[src/rtl/mqpd_pkg.sv]
// Shared types and codes for the multi-queue priority dispatcher.
`timescale 1ns / 1ps

package mqpd_pkg;

  // Command codes
  localparam logic CMD_INSERT = 1'b0;
  localparam logic CMD_REMOVE = 1'b1;

  // Result status codes
  localparam logic [1:0] ST_INSERTED = 2'd0;
  localparam logic [1:0] ST_REMOVED  = 2'd1;
  localparam logic [1:0] ST_EMPTY    = 2'd2;
  localparam logic [1:0] ST_FULL     = 2'd3;

  localparam int JOB_NUM_W = 32;

  // Input word
  typedef struct packed {
    logic       command;
    logic [2:0] queue_select;
    logic [3:0] job_priority;
  } in_word_t;

  // Result word
  typedef struct packed {
    logic [1:0]           status;
    logic [JOB_NUM_W-1:0] job_number;
  } out_word_t;

  // Controls for the best-entry picker
  typedef struct packed {
    logic clear;
    logic load;
  } pick_ctrl_t;

endpackage

[src/rtl/mqpd_pick.sv]
// Shared compare unit: keeps the best candidate entry seen during a scan.
`timescale 1ns / 1ps

module mqpd_pick #(
  parameter int IW = 4,
  parameter int PW = 4
) (
  input  logic                          clk,
  input  logic                          rst_n,
  input  mqpd_pkg::pick_ctrl_t          ctrl,
  input  logic                          cand_valid,
  input  logic [IW-1:0]                 cand_idx,
  input  logic [PW-1:0]                 cand_prio,
  input  logic [mqpd_pkg::JOB_NUM_W-1:0] cand_num,
  output logic                          best_found,
  output logic [IW-1:0]                 best_idx,
  output logic [mqpd_pkg::JOB_NUM_W-1:0] best_num
);

  logic                           found_r;
  logic [IW-1:0]                  idx_r;
  logic [PW-1:0]                  prio_r;
  logic [mqpd_pkg::JOB_NUM_W-1:0] num_r;
  logic                           take;

  // Take a valid candidate with higher priority, or equal priority and earlier arrival
  always_comb begin
    take = ctrl.load && cand_valid &&
           (!found_r || (cand_prio > prio_r) ||
            ((cand_prio == prio_r) && (cand_num < num_r)));
  end

  // Hold the found flag
  always_ff @(posedge clk) begin
    if (!rst_n) begin
      found_r <= 1'b0;
    end else if (ctrl.clear) begin
      found_r <= 1'b0;
    end else if (take) begin
      found_r <= 1'b1;
    end
  end

  // Hold the best entry payload
  always_ff @(posedge clk) begin
    if (take) begin
      idx_r  <= cand_idx;
      prio_r <= cand_prio;
      num_r  <= cand_num;
    end
  end

  assign best_found = found_r;
  assign best_idx   = idx_r;
  assign best_num   = num_r;

endmodule

[src/rtl/multi_queue_priority_dispatch.sv]
// Top level: several priority queues with a shared arrival counter.
//
// Usage: drive in_word and raise start; the word is taken at a clock edge
// where start is high and busy is low. Every word gives exactly one result
// word on out_word, marked by out_valid for a single cycle; the receiver
// must take it then, there is no back-pressure.
// Insert (command 0): the job is stored in the selected queue and gets the
// next arrival number (first is 1, wraps modulo 2^32). The free slot is found
// by walking the queue's valid bits one per cycle. A full queue or an
// out-of-range queue answers status 3 in the cycle after acceptance.
// Remove (command 1): one memory read port walks all QUEUE_DEPTH slots of the
// queue, one per cycle, feeding a single comparator; a drain state and a done
// state follow, and the result strobe is registered after the done state. An
// out-of-range queue answers status 2 in the cycle after acceptance.
// busy is high only while a word scans, until its result cycle; one word at a time.
// Reset (synchronous, rst_n low) empties all queues and sets the counter to 1;
// the entry memory itself is not cleared, only its valid bits.
`timescale 1ns / 1ps

module multi_queue_priority_dispatch #(
  parameter int NUM_QUEUES    = 5,
  parameter int QUEUE_DEPTH   = 16,
  parameter int PRIORITY_BITS = 4
) (
  input  logic                clk,
  input  logic                rst_n,
  input  logic                start,
  output logic                busy,
  input  mqpd_pkg::in_word_t  in_word,
  output logic                out_valid,
  output mqpd_pkg::out_word_t out_word
);

  localparam int QW = (NUM_QUEUES > 1) ? $clog2(NUM_QUEUES) : 1;
  localparam int IW = $clog2(QUEUE_DEPTH);
  localparam int FW = $clog2(QUEUE_DEPTH + 1);
  localparam int PW = PRIORITY_BITS;
  localparam int NW = mqpd_pkg::JOB_NUM_W;

  typedef enum logic [4:0] {
    S_IDLE  = 5'b00001,
    S_INS   = 5'b00010,
    S_REM   = 5'b00100,
    S_DRAIN = 5'b01000,
    S_DONE  = 5'b10000
  } state_t;

  typedef struct packed {
    logic [PW-1:0] prio;
    logic [NW-1:0] num;
  } entry_t;

  state_t                              state_r, state_nxt;
  logic [QW-1:0]                       q_r, q_nxt;
  logic [PW-1:0]                       prio_r, prio_nxt;
  logic [IW-1:0]                       idx_r, idx_nxt;
  logic [NW-1:0]                       arrival_r, arrival_nxt;
  logic                                out_valid_r, out_valid_nxt;
  mqpd_pkg::out_word_t                 out_word_r, out_word_nxt;
  logic [NUM_QUEUES-1:0][QUEUE_DEPTH-1:0] valid_r;
  logic [NUM_QUEUES-1:0][FW-1:0]       fill_r;
  entry_t                              mem_r [NUM_QUEUES][QUEUE_DEPTH];
  entry_t                              rd_data_r;
  logic                                rd_pend_r;
  logic                                rd_valid_r;
  logic [IW-1:0]                       rd_idx_r;

  logic                                accept;
  logic [QW-1:0]                       in_q;
  logic                                in_range;
  logic                                in_full;
  logic                                idx_last;
  logic                                wr_en;
  logic                                v_set, v_clr;
  logic                                fill_inc, fill_dec;
  mqpd_pkg::pick_ctrl_t                pick_ctrl;
  logic                                best_found;
  logic [IW-1:0]                       best_idx;
  logic [NW-1:0]                       best_num;

  assign accept   = start && !busy;
  assign in_q     = QW'(in_word.queue_select);
  assign in_range = ({29'd0, in_word.queue_select} < 32'(NUM_QUEUES));
  assign in_full  = in_range && (fill_r[in_q] >= FW'(QUEUE_DEPTH));
  assign idx_last = (idx_r == IW'(QUEUE_DEPTH - 1));

  // Sequencer
  always_comb begin
    state_nxt     = state_r;
    q_nxt         = q_r;
    prio_nxt      = prio_r;
    idx_nxt       = idx_r;
    arrival_nxt   = arrival_r;
    out_valid_nxt = 1'b0;
    out_word_nxt  = out_word_r;
    wr_en         = 1'b0;
    v_set         = 1'b0;
    v_clr         = 1'b0;
    fill_inc      = 1'b0;
    fill_dec      = 1'b0;
    pick_ctrl     = '0;
    unique case (state_r)
      S_IDLE: begin
        if (accept) begin
          q_nxt    = in_q;
          prio_nxt = PW'(in_word.job_priority);
          idx_nxt  = '0;
          if (in_word.command == mqpd_pkg::CMD_INSERT) begin
            if (!in_range || in_full) begin
              out_valid_nxt = 1'b1;
              out_word_nxt  = '{status: mqpd_pkg::ST_FULL, job_number: '0};
            end else begin
              state_nxt = S_INS;
            end
          end else begin
            if (!in_range) begin
              out_valid_nxt = 1'b1;
              out_word_nxt  = '{status: mqpd_pkg::ST_EMPTY, job_number: '0};
            end else begin
              pick_ctrl.clear = 1'b1;
              state_nxt       = S_REM;
            end
          end
        end
      end
      S_INS: begin
        // Walk the valid bits until a free slot turns up
        if (!valid_r[q_r][idx_r]) begin
          wr_en         = 1'b1;
          v_set         = 1'b1;
          fill_inc      = 1'b1;
          out_valid_nxt = 1'b1;
          out_word_nxt  = '{status: mqpd_pkg::ST_INSERTED, job_number: arrival_r};
          arrival_nxt   = arrival_r + NW'(1);
          state_nxt     = S_IDLE;
        end else if (idx_last) begin
          out_valid_nxt = 1'b1;
          out_word_nxt  = '{status: mqpd_pkg::ST_FULL, job_number: '0};
          state_nxt     = S_IDLE;
        end else begin
          idx_nxt = idx_r + IW'(1);
        end
      end
      S_REM: begin
        // Issue one read per cycle; compare the previous one
        pick_ctrl.load = rd_pend_r;
        if (idx_last) begin
          state_nxt = S_DRAIN;
        end else begin
          idx_nxt = idx_r + IW'(1);
        end
      end
      S_DRAIN: begin
        pick_ctrl.load = rd_pend_r;
        state_nxt      = S_DONE;
      end
      S_DONE: begin
        out_valid_nxt = 1'b1;
        if (best_found) begin
          v_clr        = 1'b1;
          fill_dec     = 1'b1;
          out_word_nxt = '{status: mqpd_pkg::ST_REMOVED, job_number: best_num};
        end else begin
          out_word_nxt = '{status: mqpd_pkg::ST_EMPTY, job_number: '0};
        end
        state_nxt = S_IDLE;
      end
      default: begin
        state_nxt = S_IDLE;
      end
    endcase
  end

  // Advance control state
  always_ff @(posedge clk) begin
    if (!rst_n) begin
      state_r     <= S_IDLE;
      arrival_r   <= NW'(1);
      out_valid_r <= 1'b0;
      rd_pend_r   <= 1'b0;
    end else begin
      state_r     <= state_nxt;
      arrival_r   <= arrival_nxt;
      out_valid_r <= out_valid_nxt;
      rd_pend_r   <= (state_r == S_REM);
    end
  end

  // Hold item payload and scan position
  always_ff @(posedge clk) begin
    q_r        <= q_nxt;
    prio_r     <= prio_nxt;
    idx_r      <= idx_nxt;
    out_word_r <= out_word_nxt;
    rd_idx_r   <= idx_r;
    rd_valid_r <= valid_r[q_r][idx_r];
  end

  // Set and drop valid bits, track fill counts
  always_ff @(posedge clk) begin
    if (!rst_n) begin
      valid_r <= '0;
      fill_r  <= '0;
    end else begin
      if (v_set) begin
        valid_r[q_r][idx_r] <= 1'b1;
      end
      if (v_clr) begin
        valid_r[q_r][best_idx] <= 1'b0;
      end
      if (fill_inc) begin
        fill_r[q_r] <= fill_r[q_r] + FW'(1);
      end else if (fill_dec && (fill_r[q_r] != '0)) begin
        fill_r[q_r] <= fill_r[q_r] - FW'(1);
      end
    end
  end

  // Entry memory write port
  always_ff @(posedge clk) begin
    if (wr_en) begin
      mem_r[q_r][idx_r] <= '{prio: prio_r, num: arrival_r};
    end
  end

  // Entry memory read port
  always_ff @(posedge clk) begin
    rd_data_r <= mem_r[q_r][idx_r];
  end

  mqpd_pick #(
    .IW(IW),
    .PW(PW)
  ) u_pick (
    .clk        (clk),
    .rst_n      (rst_n),
    .ctrl       (pick_ctrl),
    .cand_valid (rd_valid_r),
    .cand_idx   (rd_idx_r),
    .cand_prio  (rd_data_r.prio),
    .cand_num   (rd_data_r.num),
    .best_found (best_found),
    .best_idx   (best_idx),
    .best_num   (best_num)
  );

  assign busy      = (state_r != S_IDLE);
  assign out_valid = out_valid_r;
  assign out_word  = out_word_r;

endmodule

[config.mk]
export PLATFORM = sky130hd
export DESIGN_NAME = multi_queue_priority_dispatch
export DESIGN_NICKNAME = d
export VERILOG_FILES = /design/src/rtl/mqpd_pkg.sv /design/src/rtl/mqpd_pick.sv /design/src/rtl/multi_queue_priority_dispatch.sv
export SDC_FILE = /design/constraint.sdc
export NUM_CORES = 2
export LEC_CHECK = 0
export BUFFER_PORTS_ARGS = -buffer_cell sky130_fd_sc_hd__clkbuf_2
export CORE_MARGIN = 10
export CORE_UTILIZATION = 35
export CTS_CLUSTER_DIAMETER = 80
export CTS_CLUSTER_SIZE = 12
export DETAILED_ROUTE_END_ITERATION = 6
export SLEW_MARGIN = 15
export SYNTH_ARGS = -nofsm -noshare
export SYNTH_HDL_FRONTEND = slang
export SYNTH_SLANG_ARGS = --single-unit
[constraint.sdc]
create_clock -name clk -period 4.1 [get_ports clk]
set_input_delay 0.82 -clock clk [delete_from_list [all_inputs] [get_ports clk]]
set_output_delay 0.82 -clock clk [all_outputs]
set_load 0.02 [all_outputs]
* Yosys cells after proc, flatten, opt, wreduce, memory -nomap -nowiden *
Memory sizes are Yosys's and may differ from the RTL's. A register that Yosys moved wholly into a read port is not among the register bits.
Cells that the tools add are included.

word-level totals
  bits in registers = 271
  memory bits (writable) = 2880
  bits of input ports = 11
  output and inout bits = 36
  logic and storage cells = 163
  memories = 1

operators by class
  $add $sub $neg = 4
  magnitude comparators = 13
  eq/ne operators = 16
  muxes and demuxes = 69
  bitwise logic cells = 6
  reductions and logical operators = 27

memories
  name   depth  bits a word  rd ports  clocked after Yosys merged registers in  wr ports  RTL line                             source
  mem_r  5      576          1         1                                        1         multi_queue_priority_dispatch.sv:62  entry_t mem_r [NUM_QUEUES][QUEUE_DEPTH];

operators by type and width
  cell                     number
  $mux W576                1
  $mux W80                 3
  $mux W34                 7
  $bmux W36 S4             1
  $demux W36 S4            1
  $mux W36                 3
  $pmux W34 S3             1
  $demux W16 S3            2
  $and A80 B80 Y80         1
  $not A80 Y80             1
  $or A80 B80 Y80          1
  $bwmux W25               2
  $mux W25                 2
  $mux W5                  10
  $bmux W16 S3             1
  $mux W16                 3
  $add A32 B1 Y32 const B  1
  $lt A32 B32 Y1           1
  $bmux W5 S3              2
  $pmux W5 S4              1
  $mux W1                  19
  $demux W5 S3             1
  $ne A3 B3 Y1 const B     5
  $mux W4                  3
  other kinds (37)         62

* Logic depth before layout (Yosys ltp) *
  depth in word-level cells = 11
  depth in mapped cells = 14

* Modules after synthesis *
Synthesis repeated with hierarchy kept, for this count alone.

second synthesis, totals
  cell total of the unflattened synthesis = 5271
  area, all modules = 121097.4 µm²

modules (own cells, without submodules)
  module                         instances  cells an instance  area each (µm²)  sequential area each (µm²)
  multi_queue_priority_dispatch  1          5101               118965.3         91597.8
  mqpd_pick                      1          170                2132.0           1221.2

* Worst setup path after synthesis *
OpenSTA, ideal clock, no wires.

  kind = register to register
  start = reg q_r[0]
  end = reg valid_r[27] in the netlist's numbering
  arrival = 4.471 ns
  data required time = 4.035 ns
  path slack = -0.436 ns
  stages on the path, launching flop included = 13
  path buffers = 3
  period minus slack after synthesis = 4.536 ns
  cell sequence = edfxtp_1 buf_6 buf_6 mux2_4 a221oi_2 o21ai_1 nand4_1 nand4_2 nor4b_4 buf_2 nand3_1 nor2_1 o221a_2

between the ends
  longest elaborated chain between the ends = 10
  elaborated cells on any way between the ends = 19
  those cells by class = 2 x order compare; 13 x mux; 3 x bitwise; 1 x reduce/logical

ends and longest elaborated chain
  element                            RTL line                              source
  start: declaration                 multi_queue_priority_dispatch.sv:54   logic [QW-1:0] q_r, q_nxt;
  start signal: assignment           multi_queue_priority_dispatch.sv:191  q_r <= q_nxt;
  $bmux W16 S3                       multi_queue_priority_dispatch.sv:128  if (!valid_r[q_r][idx_r]) begin
  $mux W16 (implied by the code)     multi_queue_priority_dispatch.sv:128
  $bmux W1 S4                        multi_queue_priority_dispatch.sv:128
  $mux W1 (implied by the code)      multi_queue_priority_dispatch.sv:128
  $mux W1                            multi_queue_priority_dispatch.sv:128
  $mux W1                            multi_queue_priority_dispatch.sv:102  unique case (state_r)
  $mux W80                           multi_queue_priority_dispatch.sv:205  if (v_set) begin
  $mux W80                           multi_queue_priority_dispatch.sv:201  if (!rst_n) begin
  $and A80 B80 Y80 (no source line)  --
  $mux W80 (*)                       multi_queue_priority_dispatch.sv:208  if (v_clr) begin
  end signal: assignment             multi_queue_priority_dispatch.sv:202  valid_r <= '0;
  end signal: indexed assignment     multi_queue_priority_dispatch.sv:206  valid_r[q_r][idx_r] <= 1'b1;
  end signal: indexed assignment     multi_queue_priority_dispatch.sv:209  valid_r[q_r][best_idx] <= 1'b0;
  end: declaration                   multi_queue_priority_dispatch.sv:60   logic [NUM_QUEUES-1:0][QUEUE_DEPTH-1:0] valid_r;

Mark *: on every way between the ends. The rest lies on a longest branch, timed or not. The select of a mux whose other input is x is not followed.
A chain may end at the register's enable or synchronous reset.

* Worst setup path after layout *
  start = reg q_r[0]
  end = mem mem_r[4][226] in the netlist's numbering (enable)

between the ends
  longest elaborated chain between the ends = 8

ends and longest elaborated chain
  element                          RTL line                              source
  $bmux W16 S3                     multi_queue_priority_dispatch.sv:128
  $mux W16 (implied by the code)   multi_queue_priority_dispatch.sv:128
  $bmux W1 S4                      multi_queue_priority_dispatch.sv:128
  $mux W1 (implied by the code)    multi_queue_priority_dispatch.sv:128
  $mux W1                          multi_queue_priority_dispatch.sv:128
  $mux W1                          multi_queue_priority_dispatch.sv:102
  $mux W1                          multi_queue_priority_dispatch.sv:221  if (wr_en) begin
  $mux W576 (implied by the code)  multi_queue_priority_dispatch.sv:222  mem_r[q_r][idx_r] <= '{prio: prio_r, num: arrival_r};
  end: declaration                 multi_queue_priority_dispatch.sv:62

Parallel ways exist; a longest one is shown, timed or not. The select of a mux whose other input is x is not followed.

==> results.cfg <==
[run_status]
status = complete, no violations

[route]
wire_per_inst_um = 28.7
wl_um = 298000
dr.pass1.iters = 6
drtIter0Drc = 6869
drc = 0
antenna_left = 0
vias = 57000
via_per_inst = 5.50

[placement]
dp.cells = 9929
place_congestion = 0.849
io_buffers = 46
hpwl_um = 187000

[timing]
drv_slew = 0
rsz0062_at_grt = false
worst_slew_pin_slew_ps = 1130
hold_viol_final = 0
setup_viol = 0
relSlewSlack = 0.246
max_freq_mhz = 265
finalCritPeriodShare = 0.922
finalCriticalPeriod_ps = 3780
skew_ps = 80.4

[final_layout]
multi_input_area_um2 = 27300
seq_area_um2 = 92900
stdcell_count = 10400
fill_cells = 29600
final_util = 0.409
area_growth_pct = 16.1
drive_gt1_frac = 0.341
final_nets = 5735

[clocking]
clkSlewWorstSetupHoldPaths_ps = 60
postCtsSetupBuffers = 0
h-tree-depth = 5
numCtsBuffers = 307
cts_hold_buf = 0
ctsResizeCount = 0
clock_tree.buffer_depth = 4
clockRootBuffer = clkbuf_16
tritoncts = done
clock-sinks = 3154
clock_latency_ps = 890

[logic_synthesis]
syn_area_um2 = 121000
ys_warn_count = 0
ys_seq_elements = 3154
synth_most_common_cell = edfxtp_1
synth_edf_count = 2965
yosysTopAreaCell = edfxtp_1
synth_area_per_cell_um2 = 23.2
ys_types = 64
synth_top_area_frac = 0.737
yosys-top-cells-area = edfxtp_1, mux4_2, dfxtp_1
yosys_most_used_dff = edfxtp_1
syn_inst = 5209
synth_nets = 5263
synth-seq-area-share = 0.768
synth-async-reset-ratio = 0
synth_common_cells = edfxtp_1, mux4_2, clkbuf_1, dfxtp_1, nor2_1

[pwr]
leakage_nw = 43.2
vdd_drop_max_uv = 657
powerDensity_nw_per_um2 = 589

[critical_path]
cp-start-kind = register
cp.depth = 12
critical_path_buf_inv_count = 4
cp_common_cell = buf_12
slowest_stage = mux2i_1
crit_fanout = 40
end_kind = register
required_ps = 4610
critPathKind = register to register
worstPathCellList = buf_12 -> mux2i_1 -> nor2_1 -> a21oi_1 -> o221ai_1 -> a41o_1 -> nor4b_4 -> buf_12 -> nand3_1 -> buf_4 -> nor2_4 -> buf_12
max_stage_delay_ps = 590
crit_arrival_ps = 4290
reg2regPathDepth = 12
cp_top_family = buffers and inverters

[min_path]
hp-class = input port to register
min_delay_path_depth = 1

[global_route]
track_usage = 0.157
grt_pass1_vias = 57700
grt_pass1_wl_um = 432000
antenna_found_initial = 26
grt_overflow = 0
grt_max_degree = 118

[die]
pin_count = 47
die_area_um2 = 369000
chipWidth_um = 607
initial_utilization = 0.352
core_um2 = 343000
die_h_um = 607
rows = 215

[job]
cap_viol_max_count = 0
sequential cells by signal, indices dropped and copies added, names as in the netlist, 5 cells and up, named ones only:
name and count:
arrival_r 32, mem_r 2880, state_r 5, rd_data_r 36
valid_r 80, out_word 34, u_pick.best_num 32, fill_r 25
final cells by class:
class	count	share of cell area
Inverter	56	0.00155
Multi-Input combinational cell	1718	0.194
Timing Repair Buffer	444	0.0406
Clock inverter	25	0.00220
Sequential cell	3154	0.662
Antenna cell	10	0.000178
Tap cell	4557	0.0406
Clock buffer	408	0.0584
cells by family (layout without fill, tap and decap cells):
family	count (synthesis)	count (layout)	synth area share
xor gates and xnor gates	10	10	0.000725
adders and majority gates	43	43	0.00445
AOI/OAI and AO/OA	301	301	0.0189
muxes	1012	1012	0.182
buffers and inverters	337	933	0.0110
and+or+nand+nor	352	352	0.0143
DFF	3154	3154	0.768
other	0	10	0
worst paths after layout:
check	from	end	slack (ps)
worst max-delay path	q_r[0]	mem_r[4][226]	320
worst min-delay path	in_word[2]	prio_r[2]	150
worst max register to register	q_r[0]	mem_r[4][226]	320
worst min register to register	rd_idx_r[1]	u_pick.best_idx[1]	400
power by group:
part	internal [mW]	total (mW)	switching [mW]
registers	35.6	36.0	0.419
clock network	13.9	25.4	11.5
logic	9.67	21.2	11.6
total	59.1	82.6	23.5
worst register-to-register path, cell delays in order, from the launching register on:
cell and delay [ps]:
edfxtp_1 380, buf_12 250, mux2i_1 620, nor2_1 90, a21oi_1 140, o221ai_1 140
a41o_1 320, nor4b_4 340, buf_12 280, nand3_1 150, buf_4 250, nor2_4 130
buf_12 280
routing by layer:
layer,global-route usage,vias to the layer above,part of all wire
li1,-,23200,-
met1,0.228,31200,0.43
met2,0.251,2182,0.48
met3,0.0258,405,0.073
met4,0.0324,4,0.020
met5,0,-,0.000081
cells in the final DEF (no fill, tap or decap), types with 11 or more instances in the layout:
cell and count:
nor2_1 31, nor3_1 13, nor2_4 80, o311a_1 11
dfxtp_2 33, nand4_1 13, ha_1 43, buf_4 201
mux2i_1 20, nor2b_1 11, a21oi_1 62, edfxtp_1 2965
buf_12 198, o221a_2 79, mux2_2 43, a21o_1 16
and3_1 13, o21ai_0 76, o221ai_1 11, clkbuf_16 313
mux4_2 943, clkbuf_1 95, nand2_1 77, dfxtp_1 154
clkbuf_2 45, inv_1 53, or3_1 24, nand3_1 43
per-stage QoR:
step	instance area, µm²	hold slack (ps)	worst slack (ps)	power [mW]	setup TNS (ps)
after floorplan	121000	346	-436	49.8	-1067080
after CTS	140000	86.4	463	83.4	0
final	140000	151	320	82.6	0
after global placement	132000	390	467	58.1	0
after detailed placement	132000	389	500	58.2	0
after global routing	140000	106	302	85.5	0
Note: power is estimated with default switching activity, not from simulation.
